**config.mk**
```make
export PLATFORM = sky130hd
export DESIGN_NAME = mirrored_code_pixel_decoder
export DESIGN_NICKNAME = d
export VERILOG_FILES = /design/src/rtl/mcpd_pkg.sv /design/src/rtl/mcpd_csr.sv /design/src/rtl/mcpd_coord.sv /design/src/rtl/mirrored_code_pixel_decoder.sv
export SDC_FILE = /design/constraint.sdc
export NUM_CORES = 2
export LEC_CHECK = 0
export BUFFER_PORTS_ARGS = -buffer_cell sky130_fd_sc_hd__buf_2
export CORE_MARGIN = 2
export CORE_UTILIZATION = 40
export CTS_BUF_LIST = sky130_fd_sc_hd__clkbuf_8
export CTS_CLUSTER_SIZE = 16
export DETAILED_ROUTE_END_ITERATION = 8
export SLEW_MARGIN = 20
export SYNTH_ARGS = -nofsm -noshare
export SYNTH_HDL_FRONTEND = slang
export SYNTH_SLANG_ARGS = --single-unit
```
**constraint.sdc**
```tcl
create_clock -name clock -period 21.2 [get_ports clock]
set_input_delay 2.12 -clock clock [delete_from_list [all_inputs] [get_ports clock]]
set_output_delay 2.12 -clock clock [all_outputs]
set_load 0.005 [all_outputs]
```
**src/rtl/mcpd_pkg.sv**
```systemverilog
// Shared types and constants of the mirrored-code pixel decoder.
`default_nettype none

package mcpd_pkg;

   // Field widths
   localparam int MASK_W      = 8;
   localparam int CODE_THR_W  = 6;
   localparam int SPAN_W      = 16;
   localparam int OFFSET_W    = 16;
   localparam int CODE_GRP_W  = 48;
   localparam int CODE_EXT_W  = 64;
   localparam int CODE_CMP_W  = 8;
   localparam int FRAC_W      = 8;
   localparam int PROD_W      = FRAC_W + SPAN_W;
   localparam int COORD_W     = 18;
   localparam int PIX_W       = 7;
   localparam int NUM_GROUPS  = 6;

   // Register port
   localparam int CSR_INDEX_W = 8;
   localparam int CSR_DATA_W  = 16;

   typedef logic [CSR_INDEX_W-1:0] csr_index_type;

   localparam csr_index_type CSR_KEEP_LEVEL     = 8'd0;
   localparam csr_index_type CSR_CODE_THRESHOLD = 8'd1;
   localparam csr_index_type CSR_X_SPAN         = 8'd2;
   localparam csr_index_type CSR_Y_SPAN         = 8'd3;
   localparam csr_index_type CSR_Z_SPAN         = 8'd4;
   localparam csr_index_type CSR_X_OFFSET       = 8'd5;
   localparam csr_index_type CSR_Y_OFFSET       = 8'd6;
   localparam csr_index_type CSR_Z_OFFSET       = 8'd7;

   // Reset values
   localparam logic [MASK_W-1:0]     MASK_THR_RESET = 8'd128;
   localparam logic [CODE_THR_W-1:0] CODE_THR_RESET = 6'd32;
   localparam logic [SPAN_W-1:0]     SPAN_RESET     = 16'd16;
   localparam logic [OFFSET_W-1:0]   OFFSET_RESET   = 16'd0;

   // Configuration bundle from the register block to the datapath
   typedef struct packed {
      logic [MASK_W-1:0]     keep_level;
      logic [CODE_THR_W-1:0] code_threshold;
      logic [SPAN_W-1:0]     x_span;
      logic [SPAN_W-1:0]     y_span;
      logic [SPAN_W-1:0]     z_span;
      logic [OFFSET_W-1:0]   x_offset;
      logic [OFFSET_W-1:0]   y_offset;
      logic [OFFSET_W-1:0]   z_offset;
   } cfg_type;

endpackage

`default_nettype wire

```
**src/rtl/mcpd_csr.sv**
```systemverilog
// Configuration registers of the pixel decoder.
`default_nettype none

module mcpd_csr
   import mcpd_pkg::*;
(
   input  wire logic                   clock,
   input  wire logic                   reset,
   input  wire logic                   csr_valid,
   output logic                        csr_ready,
   input  wire logic [CSR_INDEX_W-1:0] csr_index,
   input  wire logic [CSR_DATA_W-1:0]  csr_data,
   output cfg_type                     cfg
);

   cfg_type cfg_ff;
   cfg_type cfg_in;

   // Always able to take a write
   assign csr_ready = 1'b1;
   assign cfg       = cfg_ff;

   // Decode the write; indexes beyond the list leave everything alone
   always_comb begin
      cfg_in = cfg_ff;
      if (csr_valid) begin
         case (csr_index)
            CSR_KEEP_LEVEL:     cfg_in.keep_level     = csr_data[MASK_W-1:0];
            CSR_CODE_THRESHOLD: cfg_in.code_threshold = csr_data[CODE_THR_W-1:0];
            CSR_X_SPAN:         cfg_in.x_span         = csr_data[SPAN_W-1:0];
            CSR_Y_SPAN:         cfg_in.y_span         = csr_data[SPAN_W-1:0];
            CSR_Z_SPAN:         cfg_in.z_span         = csr_data[SPAN_W-1:0];
            CSR_X_OFFSET:       cfg_in.x_offset       = csr_data[OFFSET_W-1:0];
            CSR_Y_OFFSET:       cfg_in.y_offset       = csr_data[OFFSET_W-1:0];
            CSR_Z_OFFSET:       cfg_in.z_offset       = csr_data[OFFSET_W-1:0];
            default:            cfg_in                = cfg_ff;
         endcase
      end
   end

   always_ff @(posedge clock) begin
      if (reset) begin
         cfg_ff.keep_level     <= MASK_THR_RESET;
         cfg_ff.code_threshold <= CODE_THR_RESET;
         cfg_ff.x_span         <= SPAN_RESET;
         cfg_ff.y_span         <= SPAN_RESET;
         cfg_ff.z_span         <= SPAN_RESET;
         cfg_ff.x_offset       <= OFFSET_RESET;
         cfg_ff.y_offset       <= OFFSET_RESET;
         cfg_ff.z_offset       <= OFFSET_RESET;
      end else begin
         cfg_ff <= cfg_in;
      end
   end

endmodule

`default_nettype wire

```
**src/rtl/mcpd_coord.sv**
```systemverilog
// One coordinate: binarize codes, Gray-decode to a fraction, scale and offset.
`default_nettype none

module mcpd_coord
   import mcpd_pkg::*;
#(
   parameter int LEVELS    = 8,
   parameter int CODE_BITS = 6
)
(
   input  wire logic [CODE_GRP_W-1:0] codes,
   input  wire logic [CODE_THR_W-1:0] code_threshold,
   input  wire logic [SPAN_W-1:0]     span,
   input  wire logic [OFFSET_W-1:0]   offset,
   output logic signed [COORD_W-1:0]  coord
);

   logic [CODE_EXT_W-1:0] codes_ext;
   logic [FRAC_W-1:0]     frac;
   logic                  run;
   logic [PROD_W-1:0]     prod;
   logic [SPAN_W-1:0]     scaled;

   // Threshold each level and run the XOR chain; level one lands in the MSB
   always_comb begin
      codes_ext = CODE_EXT_W'(codes);
      run       = 1'b0;
      frac      = '0;
      for (int i = 0; i < LEVELS; i++) begin
         run = run ^ (CODE_CMP_W'(codes_ext[i*CODE_BITS +: CODE_BITS])
                      > CODE_CMP_W'(code_threshold));
         frac[FRAC_W-1-i] = run;
      end
   end

   // Truncated product, then signed offset
   assign prod   = PROD_W'(frac) * PROD_W'(span);
   assign scaled = prod[PROD_W-1:FRAC_W];
   assign coord  = signed'({2'b00, scaled})
                 + signed'({{(COORD_W-OFFSET_W){offset[OFFSET_W-1]}}, offset});

endmodule

`default_nettype wire

```
**src/rtl/mirrored_code_pixel_decoder.sv**
```systemverilog
// A kept pixel passes the input register, then the result register, to reach rsp_*.
// Throughput: one pixel per cycle while req_stall is low; the input register
// and the result register together let a new pixel enter while a finished
// result waits on rsp_stall. Masked pixels give no result but still advance
// the column and row counters. Synchronous reset empties both registers,
// zeroes the counters and loads the configuration defaults.
`default_nettype none

module mirrored_code_pixel_decoder
   import mcpd_pkg::*;
#(
   parameter int FRAME_WIDTH  = 128,
   parameter int FRAME_HEIGHT = 128,
   parameter int LEVELS       = 8,
   parameter int CODE_BITS    = 6
)
(
   input  wire logic                   clock,
   input  wire logic                   reset,
   // pixel input
   input  wire logic                   req_valid,
   output logic                        req_stall,
   input  wire logic [MASK_W-1:0]      req_mask_value,
   input  wire logic [CODE_GRP_W-1:0]  req_front_x_codes,
   input  wire logic [CODE_GRP_W-1:0]  req_front_y_codes,
   input  wire logic [CODE_GRP_W-1:0]  req_front_z_codes,
   input  wire logic [CODE_GRP_W-1:0]  req_back_x_codes,
   input  wire logic [CODE_GRP_W-1:0]  req_back_y_codes,
   input  wire logic [CODE_GRP_W-1:0]  req_back_z_codes,
   // result output
   output logic                        rsp_valid,
   input  wire logic                   rsp_stall,
   output logic [PIX_W-1:0]            rsp_pixel_col,
   output logic [PIX_W-1:0]            rsp_pixel_row,
   output logic signed [COORD_W-1:0]   rsp_front_x,
   output logic signed [COORD_W-1:0]   rsp_front_y,
   output logic signed [COORD_W-1:0]   rsp_front_z,
   output logic signed [COORD_W-1:0]   rsp_back_x,
   output logic signed [COORD_W-1:0]   rsp_back_y,
   output logic signed [COORD_W-1:0]   rsp_back_z,
   // register writes
   input  wire logic                   csr_valid,
   output logic                        csr_ready,
   input  wire logic [CSR_INDEX_W-1:0] csr_index,
   input  wire logic [CSR_DATA_W-1:0]  csr_data
);

   localparam int COL_W = (FRAME_WIDTH  > 1) ? $clog2(FRAME_WIDTH)  : 1;
   localparam int ROW_W = (FRAME_HEIGHT > 1) ? $clog2(FRAME_HEIGHT) : 1;

   cfg_type cfg;

   logic [COL_W-1:0] col_count_ff, col_count_in;
   logic [ROW_W-1:0] row_count_ff, row_count_in;

   logic                  s0_valid_ff, s0_valid_in;
   logic [CODE_GRP_W-1:0] s0_codes_ff [NUM_GROUPS];
   logic [PIX_W-1:0]      s0_col_ff;
   logic [PIX_W-1:0]      s0_row_ff;

   logic                      rsp_valid_ff, rsp_valid_in;
   logic [PIX_W-1:0]          rsp_col_ff;
   logic [PIX_W-1:0]          rsp_row_ff;
   logic signed [COORD_W-1:0] rsp_coord_ff [NUM_GROUPS];
   logic signed [COORD_W-1:0] coord        [NUM_GROUPS];

   logic req_accept;
   logic keep;
   logic out_free;
   logic s0_move;

   mcpd_csr u_csr (
      .clock     (clock),
      .reset     (reset),
      .csr_valid (csr_valid),
      .csr_ready (csr_ready),
      .csr_index (csr_index),
      .csr_data  (csr_data),
      .cfg       (cfg)
   );

   // Flow control: input register feeds result register
   assign out_free    = ~rsp_valid_ff | ~rsp_stall;
   assign s0_move     = s0_valid_ff & out_free;
   assign req_stall   = s0_valid_ff & ~out_free;
   assign req_accept  = req_valid & ~req_stall;
   assign keep        = req_mask_value > cfg.keep_level;
   assign s0_valid_in = (req_accept & keep) | (s0_valid_ff & ~out_free);
   assign rsp_valid_in = s0_move | (rsp_valid_ff & rsp_stall);

   // Raster counters advance on every accepted pixel
   always_comb begin
      col_count_in = col_count_ff;
      row_count_in = row_count_ff;
      if (req_accept) begin
         if (col_count_ff == COL_W'(FRAME_WIDTH - 1)) begin
            col_count_in = '0;
            if (row_count_ff == ROW_W'(FRAME_HEIGHT - 1)) begin
               row_count_in = '0;
            end else begin
               row_count_in = row_count_ff + 1'b1;
            end
         end else begin
            col_count_in = col_count_ff + 1'b1;
         end
      end
   end

   always_ff @(posedge clock) begin
      if (reset) begin
         s0_valid_ff  <= 1'b0;
         rsp_valid_ff <= 1'b0;
         col_count_ff <= '0;
         row_count_ff <= '0;
      end else begin
         s0_valid_ff  <= s0_valid_in;
         rsp_valid_ff <= rsp_valid_in;
         col_count_ff <= col_count_in;
         row_count_ff <= row_count_in;
      end
   end

   // Input register payload
   always_ff @(posedge clock) begin
      if (req_accept) begin
         s0_codes_ff[0] <= req_front_x_codes;
         s0_codes_ff[1] <= req_front_y_codes;
         s0_codes_ff[2] <= req_front_z_codes;
         s0_codes_ff[3] <= req_back_x_codes;
         s0_codes_ff[4] <= req_back_y_codes;
         s0_codes_ff[5] <= req_back_z_codes;
         s0_col_ff      <= PIX_W'(col_count_ff);
         s0_row_ff      <= PIX_W'(row_count_ff);
      end
   end

   // Coordinate datapath, front x y z then back x y z
   mcpd_coord #(.LEVELS(LEVELS), .CODE_BITS(CODE_BITS)) u_front_x (
      .codes (s0_codes_ff[0]), .code_threshold (cfg.code_threshold),
      .span  (cfg.x_span),     .offset (cfg.x_offset), .coord (coord[0])
   );
   mcpd_coord #(.LEVELS(LEVELS), .CODE_BITS(CODE_BITS)) u_front_y (
      .codes (s0_codes_ff[1]), .code_threshold (cfg.code_threshold),
      .span  (cfg.y_span),     .offset (cfg.y_offset), .coord (coord[1])
   );
   mcpd_coord #(.LEVELS(LEVELS), .CODE_BITS(CODE_BITS)) u_front_z (
      .codes (s0_codes_ff[2]), .code_threshold (cfg.code_threshold),
      .span  (cfg.z_span),     .offset (cfg.z_offset), .coord (coord[2])
   );
   mcpd_coord #(.LEVELS(LEVELS), .CODE_BITS(CODE_BITS)) u_back_x (
      .codes (s0_codes_ff[3]), .code_threshold (cfg.code_threshold),
      .span  (cfg.x_span),     .offset (cfg.x_offset), .coord (coord[3])
   );
   mcpd_coord #(.LEVELS(LEVELS), .CODE_BITS(CODE_BITS)) u_back_y (
      .codes (s0_codes_ff[4]), .code_threshold (cfg.code_threshold),
      .span  (cfg.y_span),     .offset (cfg.y_offset), .coord (coord[4])
   );
   mcpd_coord #(.LEVELS(LEVELS), .CODE_BITS(CODE_BITS)) u_back_z (
      .codes (s0_codes_ff[5]), .code_threshold (cfg.code_threshold),
      .span  (cfg.z_span),     .offset (cfg.z_offset), .coord (coord[5])
   );

   // Result register payload
   always_ff @(posedge clock) begin
      if (s0_move) begin
         rsp_col_ff <= s0_col_ff;
         rsp_row_ff <= s0_row_ff;
         for (int g = 0; g < NUM_GROUPS; g++) begin
            rsp_coord_ff[g] <= coord[g];
         end
      end
   end

   assign rsp_valid     = rsp_valid_ff;
   assign rsp_pixel_col = rsp_col_ff;
   assign rsp_pixel_row = rsp_row_ff;
   assign rsp_front_x   = rsp_coord_ff[0];
   assign rsp_front_y   = rsp_coord_ff[1];
   assign rsp_front_z   = rsp_coord_ff[2];
   assign rsp_back_x    = rsp_coord_ff[3];
   assign rsp_back_y    = rsp_coord_ff[4];
   assign rsp_back_z    = rsp_coord_ff[5];

endmodule

`default_nettype wire

```
# Word-level counts from Yosys, hierarchy flattened
# Memories as Yosys holds them, arrays and structs flattened.
# Index checks and enable logic that the tools add are counted.
[op_classes]
bitwise = 54
reduce_logical = 10
n_mux = 6
n_addsub = 8
eq_ne = 9
order_cmp = 49
mul = 6
[ops]
columns = ["op", "n"]
rows = [
  ["$gt 6x6->1", 48],
  ["$mul 8x16->24", 6],
  ["$add 17x16->18", 6],
  ["$xor 1x1->1", 42],
  ["$eq 8x3->1 const B", 4],
  ["$reduce_and 2->1", 9],
  ["$eq 8x2->1 const B", 2],
  ["$add 7x1->7 const B", 2],
  ["$eq 7x7->1 const B", 2],
  ["$mux 7", 2],
  ["$eq 8x1->1 const B", 1],
  ["$gt 8x8->1", 1],
  ["$logic_not 8->1", 1],
  ["$and 1x1->1", 5],
  ["$mux 1", 4],
  ["$not 1->1", 4],
  ["$or 1x1->1", 3],
]
[word_totals]
output_inout_bits = 125
reg_bits = 154
memories = 2
in_bits = 325
ram_bits = 396
elab_cells = 160
[memory_table]
columns = ["memory", "depth", "word_bits", "rd", "rd_clocked_by_memory_dff", "wr", "line", "rtl"]
rows = [
  ["s0_codes_ff", 6, 48, 6, 0, 6, "mirrored_code_pixel_decoder.sv:57", "logic [CODE_GRP_W-1:0] s0_codes_ff [NUM_GROUPS];"],
  ["rsp_coord_ff", 6, 18, 6, 0, 6, "mirrored_code_pixel_decoder.sv:64", "logic signed [COORD_W-1:0] rsp_coord_ff [NUM_GROUPS];"],
]

# Depth between registers and ports, before layout
# An unclocked memory read counts as a cell.
[depth]
ltp_word = 11
ltp_mapped = 43
ltp_nobuf = 42

# Hierarchy
# Synthesis repeated with hierarchy kept, for this count alone.
[hier_totals]
hier_cells = 4975
area_unflattened_um2 = 52456.6
[by_module_without_submodules]
columns = ["module", "area_each_um2", "cells_each", "n_inst", "seq_area_each_um2"]
rows = [
  ["mirrored_code_pixel_decoder", 13659.4, 533, 1, 13052.5],
  ["mcpd_coord at u_back_y ...", 5750.5, 672, 2, 0.0],
  ["mcpd_coord at u_front_x", 5814.3, 686, 1, 0.0],
  ["mcpd_coord at u_front_y", 5779.3, 690, 1, 0.0],
  ["mcpd_coord at u_back_x", 5689.2, 655, 1, 0.0],
  ["mcpd_coord at u_front_z", 5646.7, 673, 1, 0.0],
  ["mcpd_csr", 4366.7, 394, 1, 2202.1],
]

# Least setup slack after synthesis
# Ideal clock, no wire load.
[synth_timing]
path_type = "input to register"
from = "input port rsp_stall"
to = "memory rsp_coord_ff[0][0], enable pin"
required_ps = 20410
arrival_time_ps = 10905
stages = 1
setup_slack_ps = 9505
setup_ps = 790
cell_sequence = "a21boi_0"
[synth_lines]
columns = ["element", "line", "rtl"]
rows = [
  ["start: declaration", "mirrored_code_pixel_decoder.sv:32", "input wire logic rsp_stall,"],
  ["end: declaration", "mirrored_code_pixel_decoder.sv:64", ""],
]

==> impl_summary.log <==
INFO  metric status = finished clean
INFO  metric critical_path_buf_inv_count = 7
INFO  metric hold_viol_final = 0
INFO  metric clock_insertion_delay_worst_skew = approximately 830 ps
INFO  metric dieWidth = ~360 um
INFO  metric synth_top_area_share = 24.8%
INFO  metric timing_worst_slew_pin_value = 1120 ps
INFO  metric nets_in_the_synthesized_netlist = 6496
INFO  metric final.setup.worst_slack = ~9300 ps
INFO  metric fp.dieH = 362 um
INFO  metric critical_path_depth = 38
INFO  metric async_flop_share = 0%
INFO  metric crit_type = flop to flop
INFO  metric postCtsHoldBufs = 0
INFO  metric category_of_the_worst_setup_path_launch_point = flop
INFO  metric pin_count_of_the_biggest_net_entering_global_routing = 87
INFO  metric yosysMostFrequentCell = sky130_fd_sc_hd__inv_1
INFO  metric route.vias.total = 36374
INFO  metric yosys_warnings = 0
INFO  metric yosys-top-cells-area = sky130_fd_sc_hd__edfxtp_1 25%, sky130_fd_sc_hd__fa_1 20%, sky130_fd_sc_hd__ha_1 16%
INFO  metric critPathRequiredTime = 21720 ps
INFO  metric worst_hold_slack = 417 ps
INFO  metric detailedPlacementHpwl = 106000 um
INFO  metric placed_cells_incl_taps = ~7000
INFO  metric worst_slew_margin_rel = between 20% and 30%
INFO  metric floorplan.initialDensity = about two fifths
INFO  metric crit_end = rsp_coord_ff[4][16]$_DFFE_PP_
INFO  metric synth_edf_count = between 400 and 500
INFO  metric post_place_setup_slack = 8270 ps
INFO  metric route.antenna.remaining_nets = 0
INFO  metric antenna_violations_before_repair = 18
INFO  metric yosys.cell_types.count = 82
INFO  metric clkSlewWorstSetupHoldPaths = approximately 60 ps
INFO  metric grt_overflow = 0
INFO  metric maxSlewViolCount = 0
INFO  metric post-route-cell-area = 57800 um2
INFO  metric combPwrFrac = 23.0%
INFO  metric worst_vdd_ir = 0.0654 mV
INFO  metric clk_root_buffer_cell = sky130_fd_sc_hd__clkbuf_8
INFO  metric post_cts.resized_instances = 0
INFO  metric path_class_of_the_lowest_slack_min_delay_path = flop to flop
INFO  metric synth.top_cells.by_count = 770 x sky130_fd_sc_hd__inv_1, 646 x sky130_fd_sc_hd__ha_1, 504 x sky130_fd_sc_hd__fa_1
INFO  metric fin_crit_sh = 56.1%
INFO  metric grt.total_usage = between 20% and 30%
INFO  metric clock_power_share = between 30% and 40%
INFO  metric wl_per_cell = approximately 19 um
INFO  metric cap_viol_max_count = 0
INFO  metric area_delta_synth_final = 12.6%
INFO  metric post_synth.cell_area_avg = 10.2 um2
INFO  metric synth-seq-cells = 550
INFO  metric grt_setup_unrepaired = no
INFO  metric power_density = 51.6 nW/um2
INFO  metric die_area = 131000 um2
INFO  metric drt_iter0_markers = 1926
INFO  metric leakage = 27.9 nW
INFO  metric post_drt_via_cell_ratio = 5.03
INFO  metric cts_max_level = 3
INFO  metric post_layout_nonfiller_instances = 7236
INFO  metric max_freq = 84.1 MHz
INFO  metric first_pass_iters = 5
INFO  metric syn-instance-count = about 5000
INFO  metric fin_setup_tns = 0 ps
INFO  metric timing.rr.start = u_csr.cfg[99]$_SDFFE_PP0P_
INFO  metric design.core.area = 127000 um2
INFO  metric gp_congestion = 0.857
INFO  metric path_max_fanout = 25
INFO  metric drcViolationCount = 0
INFO  metric multi_input_area = 32800 um2
INFO  metric cts_buffers = 98
INFO  metric crit_start = u_csr.cfg[99]$_SDFFE_PP0P_
INFO  metric share_of_the_yosys_chip_area_belonging_to_registers = 29.7%
INFO  metric synth_top_area_cell = sky130_fd_sc_hd__edfxtp_1
INFO  metric synthFlopType = sky130_fd_sc_hd__edfxtp_1
INFO  metric switching_share = 32.3%
INFO  metric grt_pass1_wl = 212000 um
INFO  metric slowest_stage = sky130_fd_sc_hd__a32oi_2
INFO  metric regToRegEndpoint = rsp_coord_ff[4][16]$_DFFE_PP_
INFO  metric critPathCaptureType = flop
INFO  metric arrival = 12410 ps
INFO  metric routed_wire_length = approximately 140000 um
INFO  metric tritoncts_clock_tree = yes
INFO  metric r2r_setup_slack = 9320 ps
INFO  metric count_of_port_buffers_added_during_placement = 448
INFO  metric cellInternalPower = 2.02 mW
INFO  metric post_route_cells_drive_above_1_share = 12.8%
INFO  metric dpl_cell_area = 55600 um2
INFO  metric postCtsSetupRepairBufs = 0
INFO  metric utilization = between 40 and 50%
INFO  metric top_delay_family_on_crit_path = compound AO/OA/AOI/OAI gates
INFO  metric num-nets-final = 6962
INFO  metric finalPower = about 3.0 mW
INFO  metric cpPeakStageDelay = between 600 and 700 ps
INFO  metric io-pin-count = 450
INFO  metric cts.path.max_buffers = 3
INFO  metric clock_sink_count = between 500 and 600
INFO  metric clock_skew = 76.1 ps
INFO  metric fillerInstances = 12095
INFO  metric sequentialPowerShare = 41.0%
INFO  metric placement_rows = 131
INFO  metric period_minus_slack = 11880 ps
INFO  metric first_global_vias = 37619
INFO  metric switchingPower = approximately 0.96 mW
INFO  metric syn-cell-area = about 50000 um2
INFO  metric number_of_cells_traversed_by_the_worst_register_to_register_path = 38
INFO  metric setup_viol_count_final = 0
INFO  metric final-seq-area = 15300 um2
-- metal layers --
metal / global-route usage (%) / part of all wire, %
met1: 27.4 / 44
met2: 34.7 / 47
met3: 3.72 / 5.7
met4: 7.90 / 3.6
met5: 0 / 0.067
-- layout make-up --
type,count,share of cell area [%]
inverter,770,5.02
clock buffer,104,2.48
sequential,550,26.4
tap,1662,3.60
antenna,4,0.0173
clock inverter,79,1.12
multi-input combinational,3569,56.8
timing repair buffer,498,4.57
-- worst reg2reg max path, delay by kind of cell (launching register included) --
kind	cells	cell delay [ps]
flops	1	320
compound gates	14	3590
fa+ha+maj	7	3080
buf+inv	7	1330
xor+xnor	5	2070
simple gates	5	1210
-- layout by cell type (no fill, tap or decap), types with 115 or more instances in the layout --
cell type | Yosys | layout
sky130_fd_sc_hd__xnor2_1 | 123 | 117
sky130_fd_sc_hd__ha_1 | 646 | 646
sky130_fd_sc_hd__nor2b_1 | 115 | 115
sky130_fd_sc_hd__and2_1 | 455 | 455
sky130_fd_sc_hd__nand2_1 | 477 | 477
sky130_fd_sc_hd__nor2_1 | 213 | 210
sky130_fd_sc_hd__fa_1 | 504 | 504
sky130_fd_sc_hd__edfxtp_1 | 424 | 424
sky130_fd_sc_hd__dfxtp_1 | 126 | 125
sky130_fd_sc_hd__a21oi_1 | 220 | 220
sky130_fd_sc_hd__o21ai_0 | 138 | 138
sky130_fd_sc_hd__inv_1 | 770 | 781
sky130_fd_sc_hd__buf_2 | 0 | 447
-- registers in the layout, summed over array words and instances, names as in the netlist, 7 cells and up --
signal and count:
col_count_ff 7, rsp_coord_ff 108, rsp_pixel_col 7, u_csr.cfg 110, row_count_ff 7, s0_col_ff 7, rsp_pixel_row 7, s0_row_ff 7
s0_codes_ff 288
-- worst min path at each step --
| stage | start | to | slack (ps) | cells past startpoint |
|---|---|---|---|---|
| after floorplan | s0_col_ff[0]$_DFFE_PP_ | rsp_pixel_col[0]$_DFFE_PP_ | 400 | 0 |
| after global placement | s0_row_ff[6]$_DFFE_PP_ | rsp_pixel_row[6]$_DFFE_PP_ | 400 | 0 |
| after detailed placement | s0_col_ff[2]$_DFFE_PP_ | rsp_pixel_col[2]$_DFFE_PP_ | 400 | 0 |
| after CTS | s0_row_ff[3]$_DFFE_PP_ | rsp_pixel_row[3]$_DFFE_PP_ | 410 | 0 |
| after global routing | s0_col_ff[1]$_DFFE_PP_ | rsp_pixel_col[1]$_DFFE_PP_ | 430 | 0 |
| final | s0_col_ff[2]$_DFFE_PP_ | rsp_pixel_col[2]$_DFFE_PP_ | 420 | 0 |
-- cells by family (layout without fill, tap and decap cells) --
kind of cell | Yosys count | in the layout | synth area share [%]
AO/OA/AOI/OAI | 675 | 675 | 8.52
multiplexers | 46 | 46 | 0.903
AND/OR/NAND/NOR | 1489 | 1489 | 14.7
buffers and inverters | 902 | 1451 | 6.61
XOR/XNOR | 208 | 208 | 4.04
other | 1 | 5 | 0.00731
adder cells (fa/ha/maj) | 1150 | 1150 | 35.4
flip-flops | 550 | 550 | 29.7
-- power groups by stage --
stage	clock, mW	sequential [mW]	combinational [mW]
4_1_cts	1.11	1.22	0.689
2_1_floorplan	0	1.25	0.434
5_1_grt	1.15	1.22	0.766
3_5_place_dp	0	1.24	0.685
6_report	1.07	1.22	0.686
3_3_place_gp	0	1.24	0.672
Power figures use the tool's default switching activity.
